$ cat config.mk
export PLATFORM = sky130hd
export DESIGN_NAME = sadc_ctrl
export DESIGN_NICKNAME = d
export VERILOG_FILES = /design/src/hw/rtl/set_assoc_lru_data_cache_defines.svh /design/src/hw/rtl/sadc_pkg.sv /design/src/hw/rtl/sadc_ctrl.sv
export SDC_FILE = /design/constraint.sdc
export NUM_CORES = 1
export LEC_CHECK = 0
export BUFFER_PORTS_ARGS = -buffer_cell sky130_fd_sc_hd__buf_2
export CORE_UTILIZATION = 30
export CTS_CLUSTER_DIAMETER = 40
export DETAILED_ROUTE_END_ITERATION = 10
export PLACE_DENSITY = 0.56
export SLEW_MARGIN = 10
export SYNTH_ARGS = -nofsm -noshare
export SYNTH_HDL_FRONTEND = slang
export SYNTH_SLANG_ARGS = --single-unit
export TNS_END_PERCENT = 20
$ cat constraint.sdc
create_clock -name clk -period 3.6 [get_ports clk]
set_input_delay 0.18 -clock clk [delete_from_list [all_inputs] [get_ports clk]]
set_output_delay 0.18 -clock clk [all_outputs]
set_load 0.03 [all_outputs]
$ cat src/hw/rtl/set_assoc_lru_data_cache_defines.svh
// Assertion macros for the set-associative data cache.
// Included by the top level; depends on nothing else.
`ifndef SET_ASSOC_LRU_DATA_CACHE_DEFINES_SVH
`define SET_ASSOC_LRU_DATA_CACHE_DEFINES_SVH
`ifndef NO_ASSERTIONS
`define SADC_ASSERT_IMP(lbl, ante, cons, msg) \
	lbl: assert property (@(posedge clk) disable iff (!arst_n) (ante) |-> (cons)) \
		else $error(msg);
`define SADC_ASSERT_NXT(lbl, ante, cons, msg) \
	lbl: assert property (@(posedge clk) disable iff (!arst_n) (ante) |=> (cons)) \
		else $error(msg);
`else
`define SADC_ASSERT_IMP(lbl, ante, cons, msg)
`define SADC_ASSERT_NXT(lbl, ante, cons, msg)
`endif
`endif

$ cat src/hw/rtl/sadc_pkg.sv
// Shared constants, request and result types and control structs of the data cache.
// Used by sadc_ctrl, sadc_dpath and set_assoc_lru_data_cache.
package sadc_pkg;
	localparam int SET_COUNT      = 16;
	localparam int WAY_COUNT      = 16;
	localparam int WORDS_PER_LINE = 32;
	localparam int MEMORY_WORDS   = 262144;
	localparam int ADDR_W         = 20;
	localparam int DATA_W         = 32;
	localparam int STAMP_W        = 32;
	localparam int OFFS_W         = $clog2(WORDS_PER_LINE);
	localparam int SET_W          = $clog2(SET_COUNT);
	localparam int WAY_W          = $clog2(WAY_COUNT);
	localparam int WORD_W         = ADDR_W - 2;
	localparam int TAG_W          = WORD_W - OFFS_W - SET_W;
	localparam int MEM_AW         = $clog2(MEMORY_WORDS);
	localparam int LINE_AW        = SET_W + WAY_W + OFFS_W;

	localparam logic CMD_READ  = 1'b0;
	localparam logic CMD_WRITE = 1'b1;

	typedef struct packed {
		logic                     command;
		logic [ADDR_W-1:0]        address;
		logic signed [DATA_W-1:0] write_data;
	} sadc_req_t;

	typedef struct packed {
		logic signed [DATA_W-1:0] read_data;
		logic                     was_hit;
	} sadc_rsp_t;

	// Commands from the controller to the datapath.
	typedef struct packed {
		logic clr_step;
		logic latch;
		logic lookup;
		logic compare;
		logic act;
		logic scan_step;
		logic fill_step;
	} sadc_cmd_t;

	// Status from the datapath to the controller.
	typedef struct packed {
		logic clr_last;
		logic is_write;
		logic hit;
		logic scan_last;
		logic fill_last;
	} sadc_stat_t;
endpackage

$ cat src/hw/rtl/sadc_ctrl.sv
// Controller state machine of the data cache.
// Depends on sadc_pkg; drives the datapath through sadc_cmd_t.
module sadc_ctrl (
	input  logic                clk,
	input  logic                arst_n,
	input  logic                start,
	input  sadc_pkg::sadc_stat_t stat,
	output sadc_pkg::sadc_cmd_t  cmd,
	output logic                busy,
	output logic                done
);
	import sadc_pkg::*;

	typedef enum logic [7:0] {
		S_CLR  = 8'b0000_0001,
		S_IDLE = 8'b0000_0010,
		S_LOOK = 8'b0000_0100,
		S_CMP  = 8'b0000_1000,
		S_ACT  = 8'b0001_0000,
		S_SCAN = 8'b0010_0000,
		S_FILL = 8'b0100_0000,
		S_DONE = 8'b1000_0000
	} state_t;

	state_t state_q, state_nxt;

	// State register; reset starts the memory clearing sweep.
	always_ff @(posedge clk or negedge arst_n) begin
		if (!arst_n) begin
			state_q <= S_CLR;
		end else begin
			state_q <= state_nxt;
		end
	end

	// Next state and datapath commands.
	always_comb begin
		state_nxt = state_q;
		cmd       = '0;
		busy      = 1'b1;
		done      = 1'b0;
		case (state_q)
			S_CLR: begin
				cmd.clr_step = 1'b1;
				if (stat.clr_last) state_nxt = S_IDLE;
			end
			S_IDLE: begin
				busy = 1'b0;
				if (start) begin
					cmd.latch = 1'b1;
					state_nxt = S_LOOK;
				end
			end
			S_LOOK: begin
				cmd.lookup = 1'b1;
				state_nxt  = S_CMP;
			end
			S_CMP: begin
				cmd.compare = 1'b1;
				if (!stat.is_write && !stat.hit) state_nxt = S_SCAN;
				else state_nxt = S_ACT;
			end
			S_ACT: begin
				cmd.act   = 1'b1;
				state_nxt = S_DONE;
			end
			S_SCAN: begin
				cmd.scan_step = 1'b1;
				if (stat.scan_last) state_nxt = S_FILL;
			end
			S_FILL: begin
				cmd.fill_step = 1'b1;
				if (stat.fill_last) state_nxt = S_DONE;
			end
			S_DONE: begin
				done      = 1'b1;
				state_nxt = S_IDLE;
			end
			default: begin
				state_nxt = S_IDLE;
			end
		endcase
	end
endmodule

# --- After elaboration in Yosys (flattened, before gate mapping) ---
# Cells that the tools add are included.
# W data, S select, Z words.
totals:
  word_cells: 33
  ramBits: 0
  ff_bits: 8
  in_bits: 8
  output_inout_bits: 9
  mem_bits_ro: 0
  latch_bits: 0
  mem_count: 0
op_classes:
  reduce_logical: 4
  n_lt_le_gt_ge: 0
  n_mux: 16
  n_eq_ne: 12
  n_div: 0
  n_mul: 0
  shift: 0
  add_sub_neg: 0
  bitwise: 0
op_table:
  columns: ["cell", "n"]
  rows:
  - ["$pmux W8 S7", 1]
  - ["$mux W8", 4]
  - ["$mux W1", 10]
  - ["$eq A8 B1 Y1 const B", 1]
  - ["$eq A8 B2 Y1 const B", 1]
  - ["$eq A8 B3 Y1 const B", 1]
  - ["$eq A8 B4 Y1 const B", 1]
  - ["$eq A8 B5 Y1 const B", 1]
  - ["$eq A8 B6 Y1 const B", 1]
  - ["$eq A8 B7 Y1 const B", 1]
  - ["$eq A8 B8 Y1 const B", 1]
  - ["$ne A2 B2 Y1 const B", 4]
  - ["$mux W6", 1]
  - ["$reduce_and A4 Y1", 1]
  - ["$logic_not A1 Y1", 2]
  - ["$logic_and A1 B1 Y1", 1]

# --- Longest topological paths before layout ---
# Gate-level depths: netlist (run 1).
logic_depth:
  word_depth: 4
  mapped_depth: 4
  ltp_nobuf: 4

# --- Least setup slack after synthesis (run 1) ---
# No wires, ideal clock.
synth_path:
  path_type: "flip-flop to output port"
  start: "reg state_q[6]"
  end: "out cmd[5] (netlist bit)"
  slack_ns: 1.581
  stages_incl_launch_ff: 4
  t_arrival_ns: 1.839
  cell_sequence: "dfrtp_1 > nor4_2 > nand4b_1 > nor2_1"
synth_lines:
  columns: ["item", "line_no", "rtl"]
  rows:
  - ["from (decl)", "sadc_ctrl.sv:25", "state_t state_q, state_nxt;"]
  - ["from (signal assigned)", "sadc_ctrl.sv:32", "state_q <= state_nxt;"]
  - ["to (decl)", "sadc_ctrl.sv:8", "output sadc_pkg::sadc_cmd_t cmd,"]

==> results of run 1 <==
[final timing paths]
check / start / slack, ns / depth (start not counted) / end
worst max-delay path: state_q[1] / 1.43 / 4 / cmd[3]
min in group asynchronous: arst_n / 0.29 / 2 / state_q[1]
worst max register to register: state_q[1] / 1.77 / 4 / state_q[1]
max in group asynchronous: arst_n / 3.07 / 2 / state_q[0]
worst min register to register: state_q[1] / 0.64 / 2 / state_q[1]
worst min-delay path: stat[4] / 0.05 / 2 / state_q[0]
[routing by layer]
metal	track usage	wire, um	up-vias
met2	0.2094	434	14
met3	0.07391	77	5
met1	0.1733	501	185
met5	0	0	-
met4	0.07742	29	0
li1	-	-	220
[cell usage after synthesis]
cell | number | area (sq um)
and2b_1 | 1 | 7.510
or3_4 | 1 | 11.26
nand4b_1 | 3 | 26.28
nor2b_1 | 2 | 12.51
nand3_1 | 2 | 10.01
o211a_1 | 1 | 10.01
and4b_2 | 1 | 11.26
a21o_1 | 1 | 7.510
o41ai_2 | 1 | 16.27
inv_1 | 5 | 18.77
a21o_2 | 1 | 8.760
and4b_1 | 5 | 50.05
nor4_1 | 1 | 6.260
a21oi_1 | 1 | 5.000
dfrtp_1 | 7 | 175.2
nor3b_1 | 2 | 15.01
dfstp_2 | 1 | 26.28
nor2_1 | 8 | 30.03
nand4_1 | 1 | 6.260
nor4_2 | 1 | 12.51
o31ai_1 | 1 | 7.510
[final cells by class]
| cell class | count | area share |
|---|---|---|
| inverters | 5 | 0.03080 |
| clock buffers | 4 | 0.04312 |
| multi-input cells | 34 | 0.4168 |
| repair buffers | 17 | 0.1478 |
| well taps | 15 | 0.03080 |
| flip-flops and latches | 8 | 0.3306 |
[power by group through the flow]
stage | Sequential (mW) | Clock (mW) | Combinational (mW)
floorplan | 0.126 | 0 | 0.144
global placement | 0.131 | 0 | 0.188
finish | 0.131 | 0.0767 | 0.188
detailed placement | 0.132 | 0 | 0.188
CTS | 0.130 | 0.0819 | 0.189
global route | 0.133 | 0.0875 | 0.208
[layout by cell type, fill, tap and decap left out, types with 2 or more instances in the layout]
master / n
clkbuf_4: 3
nand4b_1: 3
inv_1: 5
buf_2: 16
nor3b_1: 2
nor2_1: 8
and4b_1: 5
dfrtp_1: 7
nor2b_1: 2
nand3_1: 2
[kinds of logic (layout without fill, tap and decap cells)]
kind of cell | Yosys count | count (layout) | share of synthesized area
simple gates | 28 | 28 | 0.4195
flops | 8 | 8 | 0.4248
compound gates | 6 | 6 | 0.1161
buf+inv | 5 | 26 | 0.03958
[stage by stage]
stage               setup WS [ns]  instance area, sq um
floorplan                   1.581                 474.2
global placement            1.767                 573.1
detailed placement          1.738                 573.1
CTS                         1.426                 609.3
global route                1.253                 609.3
finish                      1.427                 609.3
[timing repair]
action	4_1_cts	5_1_grt
endpoints found under the hold margin	8	0
hold buffers	1	0
resized for setup	0	0
==> results.sh, run 1 <==
export IMPL_antenna_found_initial=0
export IMPL_crit_path_cell_trace="nor4_1, nand4b_1, inv_1, buf_2"
export IMPL_power_net_switching_mw=0.1743
export IMPL_status="finished clean"
export IMPL_rows=13
export IMPL_cts_reportedPaths_clkPinSlew_ns=0.06
export IMPL_fin_cells=83
export IMPL_synth_area_sq_um=474.2
export IMPL_grt_pass1_wl_mm=1.842
export IMPL_p_int_mw=0.2211
export IMPL_firstDrtPassIters=3
export IMPL_crit_path_max_fanout=7
export IMPL_end_kind="output port"
export IMPL_syn_area_per_cell_sq_um=10.09
export IMPL_cts_sinks=8
export IMPL_dr_total_vias=424
export IMPL_fp_dieArea_sq_um=1743
export IMPL_fin_util=0.4407
export IMPL_cts_setup_buffers=0
export IMPL_clkLatencyLatePin_ns=0.26
export IMPL_crit_family="simple AND/OR/NAND/NOR gates"
export IMPL_reg_top3="state_q: 8 flops"
export IMPL_setup_viol=0
export IMPL_tns_ns=0
export IMPL_finalHoldViolations=0
export IMPL_grt_max_degree=9
export IMPL_wl_mm=1.043
export IMPL_critPathLaunchType="register"
export IMPL_powerDensity_nw_per_um2=648.8
export IMPL_chipWidth_um=41.76
export IMPL_cp_slowest_cell="nor4_1"
export IMPL_pwr_share_clk=0.194
export IMPL_nets=77
export IMPL_layout_drive_gt1_share=0.3676
export IMPL_finClkSkew_ns=0.003733
export IMPL_crit_required_ns=3.42
export IMPL_max_freq_mhz=460.3
export IMPL_max_cap_violations=0
export IMPL_fillers=144
export IMPL_finalWeightedCongestion=0.7991
export IMPL_clock_tree_root_cell="clkbuf_4"
export IMPL_swShare=0.4408
export IMPL_synth_distinct_cells=21
export IMPL_largest_register_ffs=8
export IMPL_ys_seq_area_frac=0.4248
export IMPL_core_sq_um=1383
export IMPL_hold_class="primary input to register"
export IMPL_synth_nets=55
export IMPL_p_seq_frac=0.331
export IMPL_dp_hpwl_um=817.5
export IMPL_whs_ns=0.04716
export IMPL_period_share=0.6035
export IMPL_start_util=0.3430
export IMPL_cp_arrival_ns=1.99
export IMPL_wl_per_cell_um=12.57
export IMPL_placed_cells=78
export IMPL_p_total_mw=0.3953
export IMPL_slowest_delay_ns=0.70
export IMPL_rsz0062_at_grt="false"
export IMPL_pwr_share_comb=0.475
export IMPL_synth_cells=47
export IMPL_n_antenna_cell=0
export IMPL_fp_dieH_um=41.76
export IMPL_multiInputGateArea_sq_um=254.0
export IMPL_yosysWarnings=0
export IMPL_worstMarginPinSlew_ns=0.7543
export IMPL_ys_ff_latch=8
export IMPL_path_class="register to output port"
export IMPL_slew_viol_final=0
export IMPL_cts_tree="yes"
export IMPL_area_growth_pct=28.50
export IMPL_grt_ovfl_total=0
export IMPL_max_slew_margin=0.4925
export IMPL_io_buffers=16
export IMPL_numCtsBuffers=3
export IMPL_avgViaCountPerCell=5.108
export IMPL_cts_max_level=1
export IMPL_ant_nets=0
export IMPL_regArea_sq_um=201.4
export IMPL_track_usage=0.1450
export IMPL_critPathBufInv=2
export IMPL_drc=0
export IMPL_clk_path_buf_depth=2
export IMPL_regMostFlops="state_q"
export IMPL_vdd_drop_max_mv=0.3385
export IMPL_p_leak_nw=0.3669
export IMPL_period_minus_slack_ns=2.173
export IMPL_io_pins=17
export IMPL_drtIter0Drc=3
export IMPL_grt_pass1_vias=389
Note: power is estimated with default switching activity, not from simulation.
==> run 2, diff against run 1 <==
- clock period: 3.6 -> 2.1 ns (I/O delays scaled with it)
==> run 2 against run 1 <==
  * Cell count grew 2.4%
  * Register-to-register slack got worse by 1.4 ns
  * Global-route usage shrank 1.3 points
  * Count of clock-buffer cells in the layout unchanged
  * Total power grew 75%
  * Combinational power grew 79%
  * Hold slack improved by 0.025 ns
  * Die area is the same
  * Sequential cell count stayed put
  * Critical path depth did not move
  * Clock power rose by 68%
  * Non-clock buffer count is 2 higher
  * Highest routed layer unchanged
==> results.sh, run 2 (synthesis gave the netlist of run 1 again) <==
export IMPL_regArea_sq_um=201.4
export IMPL_cp_slowest_cell="nor4_2"
export IMPL_final_common_cell="buf_2"
export IMPL_io_buffers=16
export IMPL_rows=13
export IMPL_io_pins=17
export IMPL_worstMarginPinSlew_ns=0.5106
export IMPL_powerDensity_nw_per_um2=1101
export IMPL_finClkSkew_ns=0.01250
export IMPL_cts_max_level=1
export IMPL_max_slew_margin=0.6568
export IMPL_grt_pass1_wl_mm=1.738
export IMPL_rsz0062_at_grt="false"
export IMPL_fin_util=0.4534
export IMPL_tns_ns=0
export IMPL_n_antenna_cell=0
export IMPL_dp_hpwl_um=802.9
export IMPL_cts_sinks=8
export IMPL_setup_viol=0
export IMPL_critPathBufInv=1
export IMPL_multiInputGateArea_sq_um=254.0
export IMPL_antenna_found_initial=0
export IMPL_cp_arrival_ns=1.78
export IMPL_max_cap_violations=0
export IMPL_core_sq_um=1383
export IMPL_fp_dieH_um=41.76
export IMPL_status="finished clean"
export IMPL_cts_tree="yes"
export IMPL_period_minus_slack_ns=1.890
export IMPL_path_class="register to output port"
export IMPL_slew_viol_final=0
export IMPL_clock_tree_root_cell="clkbuf_4"
export IMPL_finalHoldViolations=0
export IMPL_grt_pass1_vias=414
export IMPL_period_share=0.8998
export IMPL_mostFrequentLayoutCells="buf_2, nor2_1, dfrtp_1, inv_1, and4b_1"
export IMPL_reg_top3="state_q: 8 flops"
export IMPL_cts_reportedPaths_clkPinSlew_ns=0.06
export IMPL_largest_register_ffs=8
export IMPL_crit_path_cell_trace="nor4_2, nand4b_1, nor2_1, buf_2"
export IMPL_max_freq_mhz=529.2
export IMPL_crit_family="simple AND/OR/NAND/NOR gates"
export IMPL_wl_per_cell_um=12.18
export IMPL_cts_setup_buffers=0
export IMPL_start_util=0.3430
export IMPL_regMostFlops="state_q"
export IMPL_fp_dieArea_sq_um=1743
export IMPL_grt_ovfl_total=0
export IMPL_drc=0
export IMPL_whs_ns=0.07244
export IMPL_end_kind="output port"
export IMPL_ctsResizeCount=0
export IMPL_avgViaCountPerCell=5.318
export IMPL_p_leak_nw=0.3759
export IMPL_area_growth_pct=32.19
export IMPL_clk_path_buf_depth=2
export IMPL_dr_total_vias=452
export IMPL_drtIter0Drc=10
export IMPL_hold_class="primary input to register"
export IMPL_slowest_delay_ns=0.50
export IMPL_wl_mm=1.035
export IMPL_clkLatencyLatePin_ns=0.26
export IMPL_grt_max_degree=9
export IMPL_ant_nets=0
export IMPL_fillers=133
export IMPL_vdd_drop_max_mv=0.5590
export IMPL_chipWidth_um=41.76
export IMPL_numCtsBuffers=3
export IMPL_critPathLaunchType="register"
export IMPL_finalWeightedCongestion=0.7778
export IMPL_crit_path_max_fanout=6
export IMPL_track_usage=0.1317
export IMPL_firstDrtPassIters=5
export IMPL_nets=79
export IMPL_crit_required_ns=2.00
export IMPL_layout_drive_gt1_share=0.3714
## run 2: changes by cell type in the layout (fill, tap and decap cells not counted)
cell,before,now
dlygate4sd3_1,1,2
buf_4,0,1
## run 2: per-layer routing
layer  share of wire  vias up  GRT usage
met2            0.41       15     0.1875
met1            0.51      212     0.1791
met5               0        -          0
met3           0.072        2    0.05652
met4          0.0068        0    0.03871
li1                -      223          -
## run 2: final cells by class
| cell class | count | share of cell area |
|---|---|---|
| sequential | 8 | 0.3214 |
| clock buffer | 4 | 0.04192 |
| multi-input combinational | 34 | 0.4052 |
| timing repair buffer | 19 | 0.1717 |
| inverter | 5 | 0.02994 |
| tap | 15 | 0.02994 |
## run 2: worst register-to-register path, cell delays in order (launching register included)
cell and delay, ns:
dfstp_2 0.56, nor4_1 0.06, buf_4 0.16, and4b_1 0.22, or3_4 0.34, o41ai_2 0.26
## run 2: worst paths after layout
check | slack [ns] | cells after the start | startpoint | to
min | 0.07 | 2 | stat[1] | state_q[6]
max | 0.21 | 4 | state_q[7] | cmd[5]
min reg2reg | 0.64 | 2 | state_q[1] | state_q[1]
max reg2reg | 0.42 | 5 | state_q[0] | state_q[1]
min in group asynchronous | 0.21 | 2 | arst_n | state_q[1]
max in group asynchronous | 1.64 | 2 | arst_n | state_q[0]
## run 2: repair_timing
item | CTS | global route
hold endpoints to repair | 9 | 0
setup endpoints to repair | 0 | 0
hold buffers | 2 | 0
## run 2: metrics by stage
step	setup slack (ns)	cells	total power, mW	instance area (sq um)
3_5_place_dp	0.4165	79	0.5579	580.6
4_1_cts	0.2183	85	0.6924	626.9
6_report	0.2104	85	0.6901	626.9
3_3_place_gp	0.4460	79	0.5566	580.6
2_1_floorplan	0.1555	47	0.4621	474.2
5_1_grt	0.1178	85	0.7407	626.9
## run 2: report_power, final
group          leakage (nW)  internal [mW]  switching [mW]
Sequential            0.105          0.184          0.0404
Clock                0.0150         0.0729          0.0560
Combinational         0.256          0.136           0.201
Total                 0.376          0.393           0.297
==> run 3, diff against run 2 <==
- clock period: 2.1 -> 2.4 ns (I/O delays scaled with it)
==> run 3 against run 2 <==
  * Critical path depth unchanged
  * Cell count decreased by 1.2%
  * Total power down 15%
  * Sequential share of layout area is 0.39 points higher
  * Sequential power is 12% lower
  * First-iteration DRC count rose by 20%
  * Count of clock-buffer cells in the layout unchanged
  * Hold slack improved by 0.0049 ns
  * Non-clock buffer count down 1
  * Register-to-register slack improved by 0.16 ns
  * Via count is 0.22% lower
  * Critical path type unchanged
  * Largest cell class unchanged
  * Largest power group unchanged
==> results.sh, run 3 (synthesis gave the netlist of run 1 again) <==
export IMPL_fp_dieArea_sq_um=1743
export IMPL_placed_cells=78
export IMPL_drtIter0Drc=12
export IMPL_grt_max_degree=9
export IMPL_setup_viol=0
export IMPL_io_pins=17
export IMPL_antenna_found_initial=0
export IMPL_n_antenna_cell=0
export IMPL_max_slew_margin=0.5297
export IMPL_min_from="stat[1]"
export IMPL_largest_register_ffs=8
export IMPL_pwr_share_comb=0.473
export IMPL_clk_path_buf_depth=2
export IMPL_crit_path_max_fanout=7
export IMPL_clkLatencyLatePin_ns=0.26
export IMPL_wl_per_cell_um=12.05
export IMPL_swShare=0.4342
export IMPL_numCtsBuffers=3
export IMPL_rows=13
export IMPL_cts_sinks=8
export IMPL_io_buffers=16
export IMPL_end_kind="output port"
export IMPL_period_share=0.8578
export IMPL_finalHoldViolations=0
export IMPL_p_total_mw=0.5878
export IMPL_max_cap_violations=0
export IMPL_cp_startpoint="state_q[1]"
export IMPL_cts_tree="yes"
export IMPL_p_int_mw=0.3326
export IMPL_whs_ns=0.07733
export IMPL_max_freq_mhz=485.8
export IMPL_cts_setup_buffers=0
export IMPL_fillers=142
export IMPL_status="finished clean"
export IMPL_mostFrequentLayoutCells="buf_2, nor2_1, dfrtp_1, inv_1, and4b_1"
export IMPL_start_util=0.3430
export IMPL_drc=0
export IMPL_p_seq_frac=0.336
export IMPL_finClkSkew_ns=0.0004104
export IMPL_cts_max_level=1
export IMPL_rsz0062_at_grt="false"
export IMPL_crit_required_ns=2.28
export IMPL_regArea_sq_um=201.4
export IMPL_fin_cells=84
export IMPL_dp_hpwl_um=825.5
export IMPL_nets=78
export IMPL_grt_ovfl_total=0
export IMPL_tns_ns=0
export IMPL_final_common_cell="buf_2"
export IMPL_layout_drive_gt1_share=0.3623
export IMPL_power_net_switching_mw=0.2552
export IMPL_p_leak_nw=0.3711
export IMPL_clock_tree_root_cell="clkbuf_4"
export IMPL_powerDensity_nw_per_um2=949.0
export IMPL_core_sq_um=1383
export IMPL_slowest_delay_ns=0.66
export IMPL_path_class="register to output port"
export IMPL_firstDrtPassIters=4
export IMPL_r2r_start="state_q[1]"
export IMPL_wl_mm=1.012
export IMPL_area_growth_pct=30.61
export IMPL_period_minus_slack_ns=2.059
export IMPL_grt_pass1_wl_mm=1.628
export IMPL_fp_dieH_um=41.76
export IMPL_track_usage=0.1309
export IMPL_regMostFlops="state_q"
export IMPL_cp_slowest_cell="nor4_1"
export IMPL_cts_reportedPaths_clkPinSlew_ns=0.05
export IMPL_hold_class="primary input to register"
export IMPL_ant_nets=0
export IMPL_chipWidth_um=41.76
export IMPL_cp_arrival_ns=1.94
export IMPL_dr_total_vias=451
export IMPL_pwr_share_clk=0.191
export IMPL_avgViaCountPerCell=5.369
export IMPL_reg_top3="state_q: 8 flops"
export IMPL_crit_path_cell_trace="nor4_1, nand4b_1, inv_1, buf_2"
export IMPL_critPathLaunchType="register"
export IMPL_slew_viol_final=0
export IMPL_vdd_drop_max_mv=0.3950
export IMPL_finalWeightedCongestion=0.8255
export IMPL_grt_pass1_vias=394
export IMPL_multiInputGateArea_sq_um=254.0
export IMPL_worstMarginPinSlew_ns=0.6989
## run 3: routing by layer
layer	track usage	routed length, um	share of wire	up-vias
met2	0.1875	448	0.44	16
met3	0.08261	92	0.091	4
met1	0.1528	448	0.44	212
li1	-	-	-	219
met4	0.05806	23	0.023	0
met5	0	0	0	-
## run 3: worst max-delay path: cells and delay by family, from the launching register on
kind	cells	cell delay, ns
flops	1	0.44
buf+inv	2	0.32
simple gates	2	0.92
## run 3: final cells by class
class,instances,share of cell area
timing repair buffer,18,0.1616
multi-input combinational,34,0.4101
clock buffer,4,0.04242
sequential,8,0.3253
tap,15,0.03030
inverter,5,0.03030
## run 3: worst paths after layout
check	slack (ns)	cells past startpoint	endpoint
hold / removal	0.08	2	state_q[6]
setup reg to reg	0.58	4	state_q[1]
min in group asynchronous	0.23	2	state_q[2]
hold reg to reg	0.65	2	state_q[1]
max in group asynchronous	1.94	2	state_q[0]
setup / recovery	0.34	4	cmd[3]
## run 3: what timing repair did
item / CTS / global route
resized for setup: 0 / 0
endpoints found under the hold margin: 9 / 0
hold buffers: 2 / 0
## run 3: through the flow
stage / area (sq um) / worst slack (ns) / util
5_1_grt: 619.3 / 0.2006 / 0.4480
6_report: 619.3 / 0.3414 / 0.4480
2_1_floorplan: 474.2 / 0.4405 / -
3_5_place_dp: 573.1 / 0.6025 / 0.4145
3_3_place_gp: 573.1 / 0.6222 / 0.4145
4_1_cts: 619.3 / 0.3380 / 0.4480
## run 3: power groups by stage
stage,combinational (mW),clock (mW),sequential [mW]
2_1_floorplan,0.216,0,0.189
3_3_place_gp,0.279,0,0.198
3_5_place_dp,0.276,0,0.199
4_1_cts,0.279,0.117,0.197
5_1_grt,0.301,0.126,0.202
6_report,0.278,0.112,0.198
